$ cat src/hw/rtl/mlr_pkg.sv
// ----------------------------------------------------------------------------
// mlr_pkg
// types and constants for the midpoint line rasterizer
// ----------------------------------------------------------------------------
`default_nettype none

package mlr_pkg;

   localparam int COORD_BITS = 6;
   localparam int DEC_BITS   = COORD_BITS + 4;
   localparam int FIELD_BITS = 6;
   localparam int COLOR_BITS = 8;

   typedef struct packed {
      logic [FIELD_BITS-1:0] x_start;
      logic [FIELD_BITS-1:0] y_start;
      logic [FIELD_BITS-1:0] x_end;
      logic [FIELD_BITS-1:0] y_end;
      logic [COLOR_BITS-1:0] color_red;
      logic [COLOR_BITS-1:0] color_green;
      logic [COLOR_BITS-1:0] color_blue;
   } req_payload_type;

   typedef struct packed {
      logic [FIELD_BITS-1:0] pixel_x;
      logic [FIELD_BITS-1:0] pixel_y;
      logic [COLOR_BITS-1:0] pixel_red;
      logic [COLOR_BITS-1:0] pixel_green;
      logic [COLOR_BITS-1:0] pixel_blue;
      logic                  last_pixel;
   } rsp_payload_type;

   typedef enum logic [1:0] {
      ST_IDLE,
      ST_SETUP,
      ST_INIT,
      ST_RUN
   } state_type;

endpackage

`default_nettype wire

$ cat src/hw/rtl/midpoint_line_rasterizer.sv
// ----------------------------------------------------------------------------
// midpoint_line_rasterizer
// walks one line segment per request and emits its pixels in order
// ----------------------------------------------------------------------------
// req channel: one segment (two endpoints, colour) per request, valid/stall.
// rsp channel: one pixel per response with the colour and a last flag set on
// the final pixel of the segment.
// a request is taken only while the block is idle; req_stall stays high
// until the last pixel of the segment has been loaded into the output
// register. setup sorts the endpoints and forms the step terms, then
// computes the initial decision on the shared adder, after which the shared
// decision adder produces one pixel per cycle while rsp is not stalled.
// a segment spans 1 to 64 pixels; the next request may be accepted while
// the last pixel is still waiting in the output register.
// a stall on rsp holds the pixel and pauses the walk in place.
// reset is synchronous and returns the block to idle with no pixel pending.
// ----------------------------------------------------------------------------
`default_nettype none

module midpoint_line_rasterizer
   import mlr_pkg::*;
(
   input  wire logic            clock,
   input  wire logic            reset,
   input  wire logic            req_valid,
   output      logic            req_stall,
   input  wire req_payload_type req_payload,
   output      logic            rsp_valid,
   input  wire logic            rsp_stall,
   output      rsp_payload_type rsp_payload
);

   localparam int CW = COORD_BITS;
   localparam int DW = DEC_BITS;

   state_type state_ff, state_in;

   req_payload_type seg_ff;

   logic                 steep_ff;
   logic                 sig_neg_ff;
   logic [CW-1:0]        major_ff;
   logic [CW-1:0]        minor_ff;
   logic [CW-1:0]        endm_ff;
   logic signed [DW-1:0] half_ff;
   logic signed [DW-1:0] base_ff;
   logic signed [DW-1:0] add_step_ff;
   logic signed [DW-1:0] add_hold_ff;
   logic                 b_zero_ff;
   logic signed [DW-1:0] dec_ff;

   logic            rsp_valid_ff, rsp_valid_in;
   rsp_payload_type rsp_payload_ff, rsp_payload_in;

   logic accept;
   logic do_setup;
   logic do_init;
   logic emit;
   logic last;

   // setup datapath
   logic [CW-1:0]        sx1, sy1, sx2, sy2;
   logic [CW-1:0]        adx, ady;
   logic                 steep, swap;
   logic [CW-1:0]        p1x, p1y, p2x, p2y;
   logic                 sig_neg;
   logic signed [DW-1:0] a_val, b_val, sa_val, sb_val, v_val, v_adj, half_val;

   // shared decision adder
   logic signed [DW-1:0] add_a, add_b, add_sum;
   logic                 sd_pos, minor_steps;

   assign accept = req_valid && !req_stall;

   always_comb begin
      sx1 = seg_ff.x_start[CW-1:0];
      sy1 = seg_ff.y_start[CW-1:0];
      sx2 = seg_ff.x_end[CW-1:0];
      sy2 = seg_ff.y_end[CW-1:0];
      adx = (sx2 >= sx1) ? sx2 - sx1 : sx1 - sx2;
      ady = (sy2 >= sy1) ? sy2 - sy1 : sy1 - sy2;
      steep = !(ady < adx);
      swap = steep ? (sy2 < sy1) : (sx2 < sx1);
      p1x = swap ? sx2 : sx1;
      p1y = swap ? sy2 : sy1;
      p2x = swap ? sx1 : sx2;
      p2y = swap ? sy1 : sy2;
      sig_neg = steep ? !(p2x > p1x) : !(p2y > p1y);
      a_val = $signed(DW'(p2y)) - $signed(DW'(p1y));
      b_val = $signed(DW'(p1x)) - $signed(DW'(p2x));
      sa_val = sig_neg ? -a_val : a_val;
      sb_val = sig_neg ? -b_val : b_val;
      v_val = steep ? sa_val : sb_val;
      v_adj = v_val + $signed({{(DW-1){1'b0}}, v_val[DW-1]});
      half_val = v_adj >>> 1;
   end

   always_comb begin
      sd_pos = sig_neg_ff ? (dec_ff < 0) : (dec_ff > 0);
      minor_steps = steep_ff ? !sd_pos : sd_pos;
      last = (major_ff == endm_ff);
      add_a = (state_ff == ST_RUN) ? dec_ff : half_ff;
      if (state_ff == ST_RUN) begin
         add_b = minor_steps ? add_step_ff : add_hold_ff;
      end else begin
         add_b = base_ff;
      end
      add_sum = add_a + add_b;
   end

   // next state
   always_comb begin
      state_in = state_ff;
      unique case (state_ff)
         ST_IDLE:  if (accept) state_in = ST_SETUP;
         ST_SETUP: state_in = ST_INIT;
         ST_INIT:  state_in = ST_RUN;
         ST_RUN:   if (emit && last) state_in = ST_IDLE;
         default:  state_in = ST_IDLE;
      endcase
   end

   // outputs of the sequencer
   always_comb begin
      req_stall = 1'b1;
      do_setup = 1'b0;
      do_init = 1'b0;
      emit = 1'b0;
      unique case (state_ff)
         ST_IDLE:  req_stall = 1'b0;
         ST_SETUP: do_setup = 1'b1;
         ST_INIT:  do_init = 1'b1;
         ST_RUN:   emit = !rsp_valid_ff || !rsp_stall;
         default:  req_stall = 1'b1;
      endcase
   end

   always_comb begin
      rsp_valid_in = emit ? 1'b1 : (rsp_valid_ff && rsp_stall);
      rsp_payload_in = rsp_payload_ff;
      if (emit) begin
         rsp_payload_in.pixel_x = steep_ff ? FIELD_BITS'(minor_ff) : FIELD_BITS'(major_ff);
         rsp_payload_in.pixel_y = steep_ff ? FIELD_BITS'(major_ff) : FIELD_BITS'(minor_ff);
         rsp_payload_in.pixel_red = seg_ff.color_red;
         rsp_payload_in.pixel_green = seg_ff.color_green;
         rsp_payload_in.pixel_blue = seg_ff.color_blue;
         rsp_payload_in.last_pixel = last;
      end
   end

   always_ff @(posedge clock) begin
      if (reset) begin
         state_ff <= ST_IDLE;
         rsp_valid_ff <= 1'b0;
      end else begin
         state_ff <= state_in;
         rsp_valid_ff <= rsp_valid_in;
      end
   end

   always_ff @(posedge clock) begin
      rsp_payload_ff <= rsp_payload_in;
      if (accept) begin
         seg_ff <= req_payload;
      end
      if (do_setup) begin
         steep_ff <= steep;
         sig_neg_ff <= sig_neg;
         major_ff <= steep ? p1y : p1x;
         minor_ff <= steep ? p1x : p1y;
         endm_ff <= steep ? p2y : p2x;
         half_ff <= half_val;
         base_ff <= steep ? b_val : a_val;
         add_step_ff <= steep ? sa_val + b_val : a_val + sb_val;
         add_hold_ff <= steep ? b_val : a_val;
         b_zero_ff <= (b_val == '0);
      end
      if (do_init) begin
         // vertical segment keeps its column
         if (steep_ff && b_zero_ff && add_sum == '0) begin
            dec_ff <= '1;
         end else begin
            dec_ff <= add_sum;
         end
      end
      if (emit) begin
         dec_ff <= add_sum;
         major_ff <= major_ff + 1'b1;
         if (minor_steps) begin
            minor_ff <= sig_neg_ff ? minor_ff - 1'b1 : minor_ff + 1'b1;
         end
      end
   end

   assign rsp_valid = rsp_valid_ff;
   assign rsp_payload = rsp_payload_ff;

endmodule

`default_nettype wire

$ cat config.mk
export PLATFORM = sky130hd
export DESIGN_NAME = midpoint_line_rasterizer
export DESIGN_NICKNAME = d
export VERILOG_FILES = /design/src/hw/rtl/mlr_pkg.sv /design/src/hw/rtl/midpoint_line_rasterizer.sv
export SDC_FILE = /design/constraint.sdc
export NUM_CORES = 1
export LEC_CHECK = 0
export BUFFER_PORTS_ARGS = -buffer_cell sky130_fd_sc_hd__buf_2
export CORE_MARGIN = 4
export CORE_UTILIZATION = 31
export CTS_BUF_LIST = sky130_fd_sc_hd__clkbuf_4 sky130_fd_sc_hd__clkbuf_8
export DETAILED_ROUTE_END_ITERATION = 10
export GPL_TIMING_DRIVEN = 0
export SLEW_MARGIN = 20
export SYNTH_ARGS = -nofsm -noshare
export SYNTH_HDL_FRONTEND = slang
export SYNTH_SLANG_ARGS = --single-unit
$ cat constraint.sdc
create_clock -name clock -period 10 [get_ports clock]
set_input_delay 1.5 -clock clock [delete_from_list [all_inputs] [get_ports clock]]
set_output_delay 1.5 -clock clock [all_outputs]
set_load 0.01 [all_outputs]
======== Word level (Yosys, flattened, before mapping) ========
Cells that the tools add are included.
storage, ports and cells
  bits in registers ....................... 148
  input port bits ......................... 52
  word-level logic and storage cells ...... 113
operators by class
  $add $sub $neg .......................... 15
  magnitude comparators ................... 9
  equal/unequal tests ..................... 6
  muxes and demuxes ....................... 40
  reductions and logical operators ........ 18
operators by type and width
  cell                                                                              count
  10-bit 2-to-1 mux                                                                 11
  6-bit 2-to-1 mux                                                                  17
  6-bit subtractor                                                                  4
  10-bit logical NOT                                                                2
  7-bit negation with 10-bit output                                                 2
  6-bit less-than comparator                                                        3
  6-bit by 6-bit subtractor with 7-bit output                                       2
  6-bit by 1-bit adder with 6-bit output, second input constant                     2
  6-bit greater-or-equal comparator                                                 2
  6-bit greater-than comparator                                                     2
  10-bit adder                                                                      1
  10-bit by 2-bit adder with 10-bit output                                          1
  10-bit by 7-bit adder with 10-bit output                                          1
  7-bit by 10-bit adder with 10-bit output                                          1
  10-bit by 1-bit greater-than comparator with 1-bit output, second input constant  1
  10-bit by 1-bit less-than comparator with 1-bit output, second input constant     1
  1-bit 2-to-1 mux                                                                  9
  2-bit case mux with 4 select lines                                                1
  6-bit == test                                                                     1
  1-bit logical NOT                                                                 6
  6-bit by 1-bit subtractor with 6-bit output, second input constant                1
  1-bit logical AND                                                                 5
  2-bit == test, second input constant                                              2
  2-bit 2-to-1 mux                                                                  2
  7 further kinds                                                                   8

======== Longest topological paths before layout ========
  word-level depth ........................ 12
  gate-level depth with buffers ........... 42
  depth with buffers taken out ............ 37

======== Least setup slack after synthesis ========
No wires, ideal clock.
  path type ............................... register -> register
  start ................................... reg seg_ff (netlist bit sy2[0])
  end ..................................... reg add_step_ff[9], data pin
  arrival time ............................ 7.723 ns
  data required time ...................... 9.732 ns
  slack ................................... 2.010 ns
  stages on the path, launching flop included .. 42
  buffers on the path ..................... 4
  period minus slack after synthesis ...... 7.990 ns
  cells stage by stage .................... edfxtp_1 -> inv_1 -> ha_1 -> inv_1 -> fa_1 -> nand3_1 -> a21oi_2 -> a211oi_4 -> nor2b_1 -> clkbuf_1 -> mux2i_1 -> o21ai_0 -> a221oi_1 -> xnor2_1 -> ha_1 -> o21a_1 -> a21oi_1 -> o21a_2 -> [... 6 more ...] -> ha_1 -> and2_1 -> nor2_1 -> mux2i_1 -> a21oi_1 -> xor2_1 -> inv_1 -> o311ai_1 -> xnor2_1 -> ha_1 -> nor2b_1 -> o21a_1 -> o21ai_0 -> nand2b_1 -> a21oi_1 -> xnor2_1 -> xnor2_1 -> mux2i_1
on the way
  longest elaborated chain between the ends .. 11
  elaborated cells on any way between the ends .. 25
ends and longest elaborated chain
  element                                                                     RTL line                         source
  from (decl)                                                                 midpoint_line_rasterizer.sv:38   req_payload_type seg_ff;
  from (signal assigned)                                                      midpoint_line_rasterizer.sv:164  seg_ff <= req_payload;
  branches (longest 10 deep; another with 7-bit negation with 10-bit output)  --
  10-bit 2-to-1 mux *                                                         midpoint_line_rasterizer.sv:174  add_step_ff <= steep ? sa_val + b_val : a_val + sb_val;
  to (signal assigned)                                                        midpoint_line_rasterizer.sv:174
  to (decl)                                                                   midpoint_line_rasterizer.sv:47   logic signed [DW-1:0] add_step_ff;
Every way passes the cells marked *.
A chain may end at the register's enable or synchronous reset.

======== Worst setup path after layout ========
  start ................................... reg seg_ff (netlist bit sx2[0])
  end ..................................... reg add_step_ff[9], data pin
on the way
  longest elaborated chain between the ends .. 11
  elaborated cells on any way between the ends .. 25
ends and longest elaborated chain
  element                                                                     RTL line
  branches (longest 10 deep; another with 7-bit negation with 10-bit output)  --
  10-bit 2-to-1 mux *                                                         midpoint_line_rasterizer.sv:174
Marked as above.

==> impl_results.md <==
* Outcome: complete, no violations
* FF+latch area at 4260 sq um
* Vias in the first global route at 6,826
* Share of layout cells above drive strength 1 at 18.5%
* First-pass GRT wire length at 36,900 um
* Antenna Nets Post-Route at 0
* Worst slew pin tran at 876 ps
* Number of port buffers at 90
* Compound-gate portion of the synthesized area at 14.9%
* Post-Synth XOR/XNOR Area at 6.48%
* Synth top area share at 43.3%
* Fin. max-slew vios at 0
* Final Setup Violations at 0
* DRC at 0
* Avg Cell Area, Syn at 10.5 sq um
* Inserted Diodes at 0
* Final net count at 1,140
* Crit end category: flop
* F_max at 107 MHz
* Final Cycle Share at 93.2%
* Worst-path maximum fanout at 10
* Die ar. at 33,300 sq um
* Die W at 182 um
* Root buffer cell: clkbuf_8
* Worst Path Required at 10,190 ps
* Most common cell after layout, fill and taps aside: edfxtp_1
* # H-tree levels at 4
* Count of different cell masters after synthesis at 75
* Die H at 182 um
* Seq cells post-synth at 145
* CTS tree: built
* DR iter-0 viols at 571
* Post-CTS Setup Inserts at 0
* # IOs at 91
* Fin Setup TNS at 0 ps
* Main combinational cell family by area after synthesis: compound AO/OA/AOI/OAI gates
* Clk_skew at 20.9 ps
* Post-Syn Area at 9440 sq um
* Layout overhead on the synthesized area at 15.0%
* Worst Hold Class: reg -> reg
* Slowest stage delay, CP at 500 ps
* Synth warnings at 0
* Syn Inst Count at 898
* Cell accounting for the most synthesized area: edfxtp_1
* Core area at 29,900 sq um
* Top FF cell, synth: edfxtp_1
* Largest net degree at the start of global routing at 37
* Slew Limit Headroom at 40.1%
* Multi-input logic area at 4760 sq um
* Commonest cells after routing, fill and taps aside: edfxtp_1 (136), buf_2 (97), nand2_1 (92)
* Crit path launch type: flop
* Average wire per cell in the routed design at 16.2 um
* DR vias at 6,952
* Tot GR Track Use at 13.8%
* Vias/cell at 4.92
* Clock sinks at 145
* Starting density of the core at 31.6%
* Final period demand of the worst path at 9320 ps
* Synth Area in Simple Gates at 11.7%
* Synth Area in Adders at 11.0%
* Initial antenna violation count at 0
* Hold Violations, Final at 0
* Fill cells at 2,999
* Unrepaired setup endpoints after global routing: no
* MaxCap Viol Count at 0
* Worst path arrival time at 9510 ps
* Slowest CP cell: edfxtp_1
* Post-synth EDFFs at 136
* Multiplexer area fraction after synthesis at 6.24%
* GPL Wtd Cong at 0.951
* DR pass1 iterations at 5
* Sequential share of the synthesized area at 45.2%
* Synth Net Count at 1,028
* Overflow after GRT at 0
* Clock Tree Buf Depth at 2
* Clock Latency Late Sink at 460 ps
* Drt total wl at 22,900 um
* Crit path kind: reg -> reg
* Clock slew at reported path FFs at 100 ps
* CTS Buf Count at 17
* Area contributors post-synth: edfxtp_1 (43%), ha_1 (9.3%), xnor2_1 (4.7%)
* Fraction of registers with async set/reset at 0%
* HPWL after detailed placement at 18,200 um
* # rows at 63
==> layout make-up <==
type / count / area share (%)
tap: 390 / 4.50
inverter: 71 / 2.46
buffer: 35 / 1.52
clock inverter: 15 / 1.53
sequential: 145 / 39.3
clock buffer: 17 / 2.16
timing repair buffer: 93 / 4.70
multi-input combinational: 647 / 43.8
==> repair_timing <==
action,4_1_cts,5_1_grt
endpoints found under the setup margin,0,1
hold buffers,0,0
gates resized for setup,0,4
==> cells in the mapped netlist (all sizes together) (13+ instances only) <==
master,number
nand3,30
nand2,92
nand2b,14
clkbuf,17
inv,71
xnor2,51
nor2,58
buf,18
mux2i,25
ha,70
o21ai,36
a21o,15
o21bai,13
a21oi,73
xor2,18
edfxtp,136
mux2,29
==> per-layer routing <==
layer  track usage [%]  part of all wire (%)  up-vias
met3              2.67                   5.8       19
met1              19.9                    47     3278
li1                  -                     -     3467
met2              21.6                    46      188
met4              2.85                  0.95        0
met5                 0                     0        -
==> state kept, by name, summed over array words and instances, names as in the netlist, 7 cells and up <==
| signal | cells |
|---|---|
| half_ff | 9 |
| seg_ff | 24 |
| dec_ff | 10 |
| rsp_payload | 37 |
| add_step_ff | 10 |
| add_hold_ff | 7 |
==> through the flow <==
stage	worst slack, ps	cell area [sq um]	std cells	hold slack [ps]	utilization (%)
2_1_floorplan	2010	9440	898	400	-
3_3_place_gp	577	10400	1378	401	34.7
3_5_place_dp	407	10400	1381	405	34.9
4_1_cts	393	10800	1413	413	36.3
5_1_grt	54.5	10900	1413	413	36.3
6_report	681	10900	1413	417	36.3
==> worst max-delay path, delay by kind of cell (launching register included) <==
family,cells,cell delay (ps)
AOI/OAI and AO/OA,13,2780
buffers and inverters,7,1660
adders and majority gates,5,1310
xor gates and xnor gates,5,1030
muxes,4,1020
and+or+nand+nor,7,720
DFF,1,500
==> final timing paths <==
kind,start,end,slack (ps),depth (start not counted)
setup / recovery,sx2[0]$_DFFE_PP_,add_step_ff[9]$_DFFE_PP_,680,41
hold / removal,seg_ff[4]$_DFFE_PP_,rsp_payload[5]$_DFFE_PP_,420,0
setup reg to reg,sx2[0]$_DFFE_PP_,add_step_ff[9]$_DFFE_PP_,680,41
hold reg to reg,seg_ff[4]$_DFFE_PP_,rsp_payload[5]$_DFFE_PP_,420,0
==> kinds of logic after synthesis <==
group	count (synthesis)
simple gates	238
compound gates	208
flops	145
buf+inv	106
fa+ha+maj	78
xor+xnor	69
mux	54
Power is not shown: default switching activity piles up to over one toggle a cycle in this logic, so the estimate is an artifact.
